<file path="src/llms_pkg.sv">
// shared types and constants for the leaky lms adaptive filter
package llms_pkg;

  localparam int ORDER_DEF = 32;
  localparam int SAMPLE_W  = 16;
  localparam int WEIGHT_W  = 32;
  localparam int STEP_W    = 16;
  localparam int LEAK_W    = 17;
  localparam int POWER_W   = 48;
  localparam int CFG_AW    = 2;
  localparam int CFG_DW    = 17;

  localparam logic [STEP_W-1:0] STEP_RST = 16'd328;
  localparam logic [LEAK_W-1:0] LEAK_RST = 17'd65536;
  localparam int                EPS_Q30  = 1074;

  // normalised step divider: |mu*2^14*e*x| plus half the divisor, over power plus epsilon
  localparam int DVD_W = 61;
  localparam int DEN_W = POWER_W + 1;

  localparam logic [CFG_AW-1:0] REG_STEP_SIZE   = 2'd0;
  localparam logic [CFG_AW-1:0] REG_LEAK_FACTOR = 2'd1;
  localparam logic [CFG_AW-1:0] REG_NORM_MODE   = 2'd2;

  typedef enum logic [3:0] {
    ST_IDLE, ST_OLD_RD, ST_SQ, ST_PWR, ST_MAC_RD, ST_MAC_MUL, ST_MAC_ACC, ST_EST,
    ST_UPD_RD, ST_UPD_P1, ST_UPD_P2, ST_UPD_P3, ST_UPD_DIV, ST_UPD_WR, ST_DONE
  } llms_state_t;

  typedef struct packed {
    logic load_x;
    logic hist_rd;
    logic w_rd;
    logic sq;
    logic pwr;
    logic mac_mul;
    logic mac_acc;
    logic est;
    logic upd_p1;
    logic upd_p2;
    logic div_start;
    logic w_wr;
    logic out_load;
  } llms_cmd_t;

  typedef struct packed {
    logic div_done;
    logic out_full;
    logic norm;
  } llms_sts_t;

endpackage

</file>
<file path="src/llms_ctrl.sv">
// sequencer: power upkeep, estimate sweep and weight update sweep
module llms_ctrl import llms_pkg::*; #(
  parameter int ORDER = ORDER_DEF,
  localparam int AW = (ORDER > 1) ? $clog2(ORDER) : 1
) (
  input  logic          clk,
  input  logic          rst_n,
  input  logic          in_valid,
  output logic          in_ready,
  input  logic          out_ready,
  input  llms_sts_t     sts,
  output llms_cmd_t     cmd,
  output logic [AW-1:0] hist_addr,
  output logic [AW-1:0] w_addr
);
  llms_state_t   state_r, state_nxt;
  logic [AW-1:0] wp_r, wp_nxt;
  logic [AW-1:0] slot_r, slot_nxt;
  logic [AW-1:0] tap_r, tap_nxt;
  logic          last_tap;
  logic [AW-1:0] slot_dec;

  assign last_tap = (tap_r == AW'(ORDER - 1));
  assign slot_dec = (slot_r == '0) ? AW'(ORDER - 1) : slot_r - 1'b1;

  always_comb begin
    state_nxt = state_r;
    wp_nxt    = wp_r;
    slot_nxt  = slot_r;
    tap_nxt   = tap_r;
    cmd       = '0;
    in_ready  = 1'b0;
    case (state_r)
      ST_IDLE: begin
        in_ready = 1'b1;
        if (in_valid) begin
          cmd.load_x = 1'b1;
          slot_nxt   = wp_r;
          tap_nxt    = '0;
          state_nxt  = ST_OLD_RD;
        end
      end
      ST_OLD_RD: begin
        cmd.hist_rd = 1'b1;
        state_nxt   = ST_SQ;
      end
      ST_SQ: begin
        cmd.sq    = 1'b1;
        state_nxt = ST_PWR;
      end
      ST_PWR: begin
        cmd.pwr   = 1'b1;
        state_nxt = ST_MAC_RD;
      end
      ST_MAC_RD: begin
        cmd.hist_rd = 1'b1;
        cmd.w_rd    = 1'b1;
        state_nxt   = ST_MAC_MUL;
      end
      ST_MAC_MUL: begin
        cmd.mac_mul = 1'b1;
        state_nxt   = ST_MAC_ACC;
      end
      ST_MAC_ACC: begin
        cmd.mac_acc = 1'b1;
        if (last_tap) begin
          state_nxt = ST_EST;
        end else begin
          tap_nxt   = tap_r + 1'b1;
          slot_nxt  = slot_dec;
          state_nxt = ST_MAC_RD;
        end
      end
      ST_EST: begin
        cmd.est   = 1'b1;
        tap_nxt   = '0;
        slot_nxt  = wp_r;
        state_nxt = ST_UPD_RD;
      end
      ST_UPD_RD: begin
        cmd.hist_rd = 1'b1;
        cmd.w_rd    = 1'b1;
        state_nxt   = ST_UPD_P1;
      end
      ST_UPD_P1: begin
        cmd.upd_p1 = 1'b1;
        state_nxt  = ST_UPD_P2;
      end
      ST_UPD_P2: begin
        cmd.upd_p2 = 1'b1;
        state_nxt  = ST_UPD_P3;
      end
      ST_UPD_P3: begin
        if (sts.norm) begin
          cmd.div_start = 1'b1;
          state_nxt     = ST_UPD_DIV;
        end else begin
          state_nxt = ST_UPD_WR;
        end
      end
      ST_UPD_DIV: begin
        if (sts.div_done) begin
          state_nxt = ST_UPD_WR;
        end
      end
      ST_UPD_WR: begin
        cmd.w_wr = 1'b1;
        if (last_tap) begin
          state_nxt = ST_DONE;
        end else begin
          tap_nxt   = tap_r + 1'b1;
          slot_nxt  = slot_dec;
          state_nxt = ST_UPD_RD;
        end
      end
      ST_DONE: begin
        if (!sts.out_full || out_ready) begin
          cmd.out_load = 1'b1;
          wp_nxt       = (wp_r == AW'(ORDER - 1)) ? '0 : wp_r + 1'b1;
          state_nxt    = ST_IDLE;
        end
      end
      default: begin
        state_nxt = ST_IDLE;
      end
    endcase
  end

  always_ff @(posedge clk) begin
    if (!rst_n) begin
      state_r <= ST_IDLE;
      wp_r    <= '0;
      slot_r  <= '0;
      tap_r   <= '0;
    end else begin
      state_r <= state_nxt;
      wp_r    <= wp_nxt;
      slot_r  <= slot_nxt;
      tap_r   <= tap_nxt;
    end
  end

  assign hist_addr = slot_r;
  assign w_addr    = tap_r;
endmodule

</file>
<file path="config.mk">
export PLATFORM = sky130hd
export DESIGN_NAME = llms_ctrl
export DESIGN_NICKNAME = d
export VERILOG_FILES = /design/src/llms_pkg.sv /design/src/llms_ctrl.sv
export SDC_FILE = /design/constraint.sdc
export NUM_CORES = 1
export LEC_CHECK = 0
export BUFFER_PORTS_ARGS = -buffer_cell sky130_fd_sc_hd__buf_2
export CORE_ASPECT_RATIO = 0.7
export CORE_MARGIN = 2
export CORE_UTILIZATION = 48
export CTS_CLUSTER_DIAMETER = 120
export CTS_CLUSTER_SIZE = 24
export DETAILED_ROUTE_END_ITERATION = 10
export GPL_ROUTABILITY_DRIVEN = 1
export PLACE_DENSITY = 0.8
export SETUP_SLACK_MARGIN = 0.5
export SYNTH_ARGS = -nofsm -noshare
export SYNTH_HDL_FRONTEND = slang
export SYNTH_SLANG_ARGS = --single-unit
</file>
<file path="constraint.sdc">
create_clock -name clk -period 2 [get_ports clk]
set_input_delay 0.3 -clock clk [delete_from_list [all_inputs] [get_ports clk]]
set_output_delay 0.3 -clock clk [all_outputs]
set_load 0.03 [all_outputs]
</file>
==> results of run 1 <==
where the power goes:
part           internal, uW  switching [uW]  leakage [uW]
clock network           142             134     0.0000228
logic                   302             369      0.000688
registers               396            25.0      0.000159
total                   840             528      0.000870
per-stage QoR:
stage / area, sq um / utilization [%] / cells / power, uW / TNS (ps)
floorplan: 1440 / - / 169 / 761 / 0
global placement: 1600 / 62.7 / 231 / 818 / 0
detailed placement: 1600 / 62.7 / 231 / 824 / 0
CTS: 2010 / 78.8 / 254 / 1260 / 0
global route: 2110 / 82.8 / 260 / 1420 / -53.4
finish: 2110 / 82.8 / 260 / 1370 / 0
kinds of logic after synthesis:
kind of cell | synth area share, %
AO/OA/AOI/OAI | 25.0
XOR/XNOR | 1.96
adder cells (fa/ha/maj) | 4.68
buffers and inverters | 8.23
flip-flops | 28.4
multiplexers | 1.50
AND/OR/NAND/NOR | 30.2
worst max-delay path, delay by kind of cell, from the launching register on:
family                   cells  cell delay [ps]
AO/OA/AOI/OAI                4              810
AND/OR/NAND/NOR              2              440
flip-flops                   1              360
adder cells (fa/ha/maj)      2              310
per-layer routing:
layer | GRT usage (%) | routed length [um] | vias up
met4 | 6.94 | 302 | 0
met3 | 6.70 | 439 | 43
met1 | 38.3 | 1990 | 768
met2 | 52.9 | 2360 | 115
met5 | 0 | 0 | -
li1 | - | - | 719
cell usage after synthesis, drive strengths merged (2+ instances only):
library cell,number
ha,5
nor3,8
and3,2
o21ai,15
inv,7
nand4b,2
a21oi,7
o31ai,2
xnor2,2
o21a,3
nand2,18
nand3,7
dfxtp,19
and2,2
buf,7
mux2i,2
nand2b,5
clkbuf,4
a21boi,8
nor2,18
nor2b,7
nor3b,2
o211ai,3
flip-flops by register name (all words and copies together), names as in the netlist:
signal     flops
state_r        4
hist_addr      5
wp_r           5
w_addr         5
final timing paths:
kind / start / end
setup / recovery: w_addr[0] / hist_addr[3]
hold / removal: rst_n / state_r[1]
setup reg to reg: w_addr[0] / hist_addr[3]
hold reg to reg: w_addr[3] / w_addr[3]
layout by cell type (no fill, tap or decap), drive strengths merged, types with 2 or more instances in the layout:
master / count
xnor2: 2
dfxtp: 19
nor3: 8
o31ai: 2
a21oi: 7
nand2b: 5
a21boi: 8
nor2b: 7
nor2: 18
o21ai: 15
nand3: 7
and3: 2
nand4b: 2
a221o: 2
inv: 5
ha: 5
clkbuf: 4
nor3b: 2
nand2: 18
buf: 63
and2: 2
o211ai: 3
o21a: 3
mux2i: 2
area by class of cell:
cell class	instances	area (sq um)	share of cell area [%]
clock buffers	4	45.0	2.13
inverters	7	42.5	2.01
multi-input cells	133	1050	49.6
flip-flops and latches	19	404	19.1
well taps	34	42.5	2.01
repair buffers	63	531	25.1
repair_timing:
action,in CTS,in global routing
hold endpoints to repair,0,0
buffers inserted,18,6
pin swaps,20,6
gates resized for setup,60,13
setup endpoints to repair,31,31
cloned,1,0
==> out/qor.yml, run 1 <==
antenna_cells: 0
drc_errors: 0
ys_ff_latch: 19
synth_cell_types: 45
initial_utilization_pct: 52.4
synth_area_sq_um: 1340
cp_cell_sequence: "ha_4, and3_4, ha_4, or2b_1, o21ai_4, a221o_1, o21ai_1, a21oi_1"
rows: 15
crit_required_ps: 2190
setup_viol: 0
path_clk_slew_ps: 70
clock-sinks: 19
io_buffers: 30
cp.arrival_ps: 2160
fmax_ghz: 0.505
cts.path.max_buffers: 2
synth_top_area_share_pct: 28.4
drive_above_1_share_pct: 49.6
crit_fanout: 5
fp.dieH_um: 48.2
gp_congestion: 0.884
crit_top_cell: "ha_4"
synth_edf_count: 0
synth.yosys.seq_area_share_pct: 28.4
post_synth_main_area_contributors: "dfxtp_1, o21ai_0, nand2_1"
final_hold_viol_count: 0
wl_per_cell_um: 19.6
ff2ff_setup_slack_ps: 20
powerDensity_nw_per_um2: 647
coreArea_sq_um: 2550
dpl.hpwl_mm: 2.44
dieArea_sq_um: 3230
start_kind: "flop"
boundaryPins: 31
clock_skew_ps: 1.66
syn_nets: 181
leakage_uw: 0.000870
maxSlewHeadroom_pct: 56.4
synth_cells: 169
finalCriticalPeriod_ps: 1980
status: "complete, no violations"
period_share_pct: 98.9
finalMaxSlewViolations: 0
cts_root_buffer: "clkbuf_8"
die_w_um: 67.1
wl_mm: 5.10
grt_max_degree: 23
timing.hold.ws_ps: 454
tightest_slew_ps: 654
fin_ws_ps: 21.6
fill_cells: 129
viasPerCell: 6.33
grt_pass1_wl_mm: 7.04
maxCapViolations: 0
hold_class: "primary input to flop"
worstSetupPathType: "flop to flop"
antenna_found_initial: 0
synthArstFlopShare_pct: 0
final_net_count: 239
synth_flop_cell: "dfxtp_1"
endpoint_kind: "flop"
reg2reg_depth: 8
gr-total-overflow: 0
cpPeakStageDelay_ps: 360
grt_setup_unrepaired: "true"
num_vias: 1645
synthToLayoutAreaGrowth_pct: 58.1
firstDrtPassIters: 5
whs_path_depth: 2
syn_area_per_cell_sq_um: 7.91
drtIter0Drc: 98
dp_slack_ps: 17.4
tritoncts: "built"
vdd_drop_max_uv: 477
clk_latency_ps: 260
antenna_left: 0
cts_buffers: 3
yosys_warnings: 0
yosys.area.top_type: "dfxtp_1"
grt_usage_pct: 29.9
h-tree-depth: 1
slowest_stage: "dfxtp_4"
grt_pass1_vias: 1416
postCtsHoldBufs: 0
No activity file was read; power rests on OpenSTA's default activity.
==> inputs of run 2 (changes only) <==
- CORE_UTILIZATION: 48 -> 53
- PLACE_DENSITY: 0.8 -> 0.84
- clock period: 2 -> 2.2 ns (I/O delays scaled with it)
==> run 2 against run 1 <==
Net effect: design area is 8.8% lower; clock skew is 0.50 ps higher; critical path type unchanged; utilization is 3.2 points lower.
==> out/qor.yml, run 2 (same netlist as run 1, synthesis figures left out) <==
finalMaxSlewViolations: 0
rows: 15
grt_pass1_vias: 1300
fin_ws_ps: 184
cp.arrival_ps: 2250
critPathTopFamily: "compound AO/OA/AOI/OAI gates"
initial_utilization_pct: 55.2
path_buf_inv: 1
period_share_pct: 91.6
tightest_slew_ps: 369
synthToLayoutAreaGrowth_pct: 44.2
fmax_ghz: 0.496
drive_above_1_share_pct: 45.5
cts.path.max_buffers: 2
boundaryPins: 31
antenna_found_initial: 0
clk_latency_ps: 290
drtIter0Drc: 180
drc_errors: 0
cp_cell_sequence: "ha_4, and3_4, ha_4, or2b_1, o21ai_4, a221o_1, buf_4, nand3_2, o21ai_1"
viasPerCell: 6.15
worstSetupPathType: "flop to flop"
gr-total-overflow: 0
dp_slack_ps: 184
grt_pass1_wl_mm: 6.14
whs_path_depth: 2
crit_fanout: 5
num_vias: 1561
dpl.hpwl_mm: 2.31
io_buffers: 30
slowest_stage: "dfxtp_4"
grt_max_degree: 23
cts_buffers: 3
wl_per_cell_um: 18.1
powerDensity_nw_per_um2: 586
cpPeakStageDelay_ps: 370
layout_common_cells: "buf_4, buf_2, nand2_1"
dieArea_sq_um: 2950
final_hold_viol_count: 0
vdd_drop_max_uv: 428
maxCapViolations: 0
grt_setup_unrepaired: "true"
finalCriticalPeriod_ps: 2020
path_clk_slew_ps: 110
setup_viol: 0
layout_commonest_cell: "buf_4"
status: "complete, no violations"
final_net_count: 233
crit_top_cell: "ha_4"
ff2ff_setup_slack_ps: 180
fp.dieH_um: 46.0
hold_class: "primary input to flop"
firstDrtPassIters: 4
clock-sinks: 19
coreArea_sq_um: 2420
start_kind: "flop"
reg2reg_depth: 9
tritoncts: "built"
leakage_uw: 0.000822
grt_usage_pct: 27.2
path_depth: 9
wl_mm: 4.59
maxSlewHeadroom_pct: 75.4
clock_skew_ps: 2.16
cts_root_buffer: "clkbuf_4"
antenna_cells: 0
die_w_um: 64.0
final.setup.tns_ps: 0
h-tree-depth: 1
gp_congestion: 0.864
endpoint_kind: "flop"
crit_required_ps: 2430
antenna_left: 0
-- run 2: worst reg2reg max path, delay by kind of cell (launching register included) --
kind / cells / cell delay [ps]
buffers and inverters: 1 / 160
adder cells (fa/ha/maj): 2 / 310
AND/OR/NAND/NOR: 3 / 500
flip-flops: 1 / 370
AO/OA/AOI/OAI: 3 / 620
-- run 2: final timing paths --
kind | start | to
setup / recovery | w_addr[0] | w_addr[3]
hold / removal | rst_n | state_r[3]
setup reg to reg | w_addr[0] | w_addr[3]
hold reg to reg | wp_r[3] | hist_addr[3]
-- run 2: repair_timing --
item                                   4_1_cts  5_1_grt
pin swaps                                   10       13
cloned                                       1        0
hold buffers                                 0        0
setup endpoints to repair                   25       27
setup buffers                                8       13
gates resized for setup                     17       46
endpoints found under the hold margin        0        0
-- run 2: final cells by class --
class	count	area, sq um
inverter	7	26.3
tap	34	42.5
timing repair buffer	57	439
sequential	19	404
clock inverter	1	5.00
clock buffer	3	22.5
fill	150	493
multi-input combinational	133	988
-- run 2: report_power, final --
group          switching (uW)  internal, uW  total (uW)  leakage (uW)
logic                     317           256         574      0.000645
registers                21.4           360         381      0.000159
clock network             108          67.7         176     0.0000177
-- run 2: metal layers --
metal / track usage, % / share of wire [%]
met3: 5.94 / 7.4
met4: 6.52 / 2.7
met5: 0 / 0
met1: 34.5 / 42
met2: 48.1 / 48
-- run 2: metrics by stage --
step                      util [%]  power, uW  instance area [sq um]  hold WS, ps  cells
after floorplan                  -        668                   1390          449    169
after global placement        63.6        714                   1540          456    228
after detailed placement      63.6        727                   1540          472    228
after CTS                     69.6        978                   1690          409    241
after global routing          79.6       1180                   1930          433    254
final                         79.6       1130                   1930          439    254
==> inputs of run 3 (changes only) <==
- BUFFER_PORTS_ARGS: -buffer_cell sky130_fd_sc_hd__buf_2 -> unset
- CORE_UTILIZATION: 53 -> 59
- CTS_CLUSTER_DIAMETER: 120 -> 100
- DONT_BUFFER_PORTS: unset -> 1
- PLACE_DENSITY: 0.84 -> 0.8
==> run 3 against run 2 <==
Net effect: first-iteration DRC count rose by 59%; die area fell by 9.4%; critical path type is now flop to output port; maximum frequency fell by 5.6%; combinational power fell by 8.5%; register-to-register slack got worse by 30 ps; design area fell by 9.0%; global-route usage rose by 2.3 points; highest routed layer unchanged; via count fell by 0.58%; clock-buffer cell count did not move; setup slack got worse by 120 ps; cell count fell by 9.4%; sequential power rose by 1%.
==> out/qor.yml, run 3 (same netlist as run 1, synthesis figures left out) <==
antenna_found_initial: 0
cp-startpoint: "state_r[3]"
grt_pass1_wl_mm: 5.78
drive_above_1_share_pct: 36.4
path_buf_inv: 1
period_share_pct: 97.1
r2r-start: "w_addr[0]"
status: "complete, no violations"
crit_top_cell: "o21ai_0"
powerDensity_nw_per_um2: 627
clock-sinks: 19
rows: 14
firstDrtPassIters: 6
dpl.hpwl_mm: 2.40
vdd_drop_max_uv: 553
finalCriticalPeriod_ps: 2140
start_kind: "flop"
finalMaxSlewViolations: 0
crit_end: "cmd[11]"
tritoncts: "built"
antenna_cells: 0
crit_required_ps: 1870
num_vias: 1552
gr-total-overflow: 0
path_depth: 4
cts_root_buffer: "clkbuf_4"
reg2reg_depth: 8
fmax_ghz: 0.468
globalRoute.busiestLayer: "met2"
synthToLayoutAreaGrowth_pct: 31.2
hold_class: "primary input to flop"
worstSetupPathType: "flop to output port"
final_hold_viol_count: 0
coreArea_sq_um: 2150
final_net_count: 211
cpPeakStageDelay_ps: 420
grt_setup_unrepaired: "true"
met1_usage_pct: 39.3
endpoint_kind: "output port"
path_clk_slew_ps: 120
setup_viol: 0
min_from: "rst_n"
ff2ff_setup_slack_ps: 150
fp.dieH_um: 43.8
cp_cell_sequence: "buf_4, o21ai_0, o21ai_0, nor2_2"
placed_cell_area_sq_um: 1480
critPathTopFamily: "compound AO/OA/AOI/OAI gates"
cts_buffers: 3
final-seq-area_sq_um: 402
wl_mm: 4.52
finalPower_uw: 1100
wl_per_cell_um: 19.7
cts.path.max_buffers: 2
antenna_left: 0
dieArea_sq_um: 2670
fill_cells: 130
clk_latency_ps: 320
maxSlewHeadroom_pct: 66.0
tightest_slew_ps: 506
grt_max_degree: 23
slowest_stage: "dfxtp_1"
gp_congestion: 0.867
viasPerCell: 6.75
h-tree-depth: 1
boundaryPins: 31
grt_pass1_vias: 1256
die_w_um: 60.9
leakage_uw: 0.000694
maxCapViolations: 0
cp.arrival_ps: 1810
multi_input_area_sq_um: 970
worst_r2r_endpoint: "hist_addr[4]"
layout_common_cells: "buf_4, nand2_1, nor2_1"
met2_usage_pct: 44.9
drc_errors: 0
layout_commonest_cell: "buf_4"
io_buffers: 0
final.setup.tns_ps: 0
initial_utilization_pct: 62.1
grt_usage_pct: 29.6
fin_area_sq_um: 1760
drtIter0Drc: 286
grtUsageMet3_pct: 9.25
crit_fanout: 8
clock_skew_ps: 7.69
run 3: final cells by class:
class	instances	area share [%]
clock inverters	1	0.285
multi-input cells	133	55.2
clock buffers	3	1.28
well taps	32	2.28
inverters	7	1.64
flip-flops and latches	19	22.9
repair buffers	35	16.4
run 3: how the worst min path moves through the flow:
stage,endpoint,slack (ps),depth (start not counted)
5_1_grt,state_r[2],110,1
2_1_floorplan,hist_addr[3],450,2
3_3_place_gp,state_r[3],450,1
6_report,state_r[2],120,1
3_5_place_dp,state_r[3],450,1
4_1_cts,state_r[1],120,1
run 3: per-stage QoR:
step | hold WS, ps | utilization (%) | setup slack (ps) | cells
3_3_place_gp | 450 | 68.9 | 218 | 209
2_1_floorplan | 449 | - | 320 | 169
4_1_cts | 118 | 73.3 | 225 | 216
3_5_place_dp | 455 | 68.9 | 157 | 209
6_report | 121 | 81.5 | 64.7 | 230
5_1_grt | 110 | 81.5 | -19.0 | 230
run 3: what timing repair did:
action	CTS	global route
gates resized for setup	18	22
pin swaps	9	8
cloned	1	0
buffers inserted	2	14
hold buffers	0	0
endpoints found under the setup margin	29	24
hold endpoints to repair	0	0
run 3: metal layers:
layer  wire length, um  share of wire, %  up-vias
li1                  -                 -      661
met1              1720                38      703
met2              1870                41      145
met3               614                14       43
met4               321               7.1        0
met5                 0                 0        -
run 3: where the power goes:
part / switching, uW / internal [uW] / total, uW
sequential: 25.2 / 360 / 385
combinational: 302 / 223 / 525
clock: 123 / 68.2 / 191
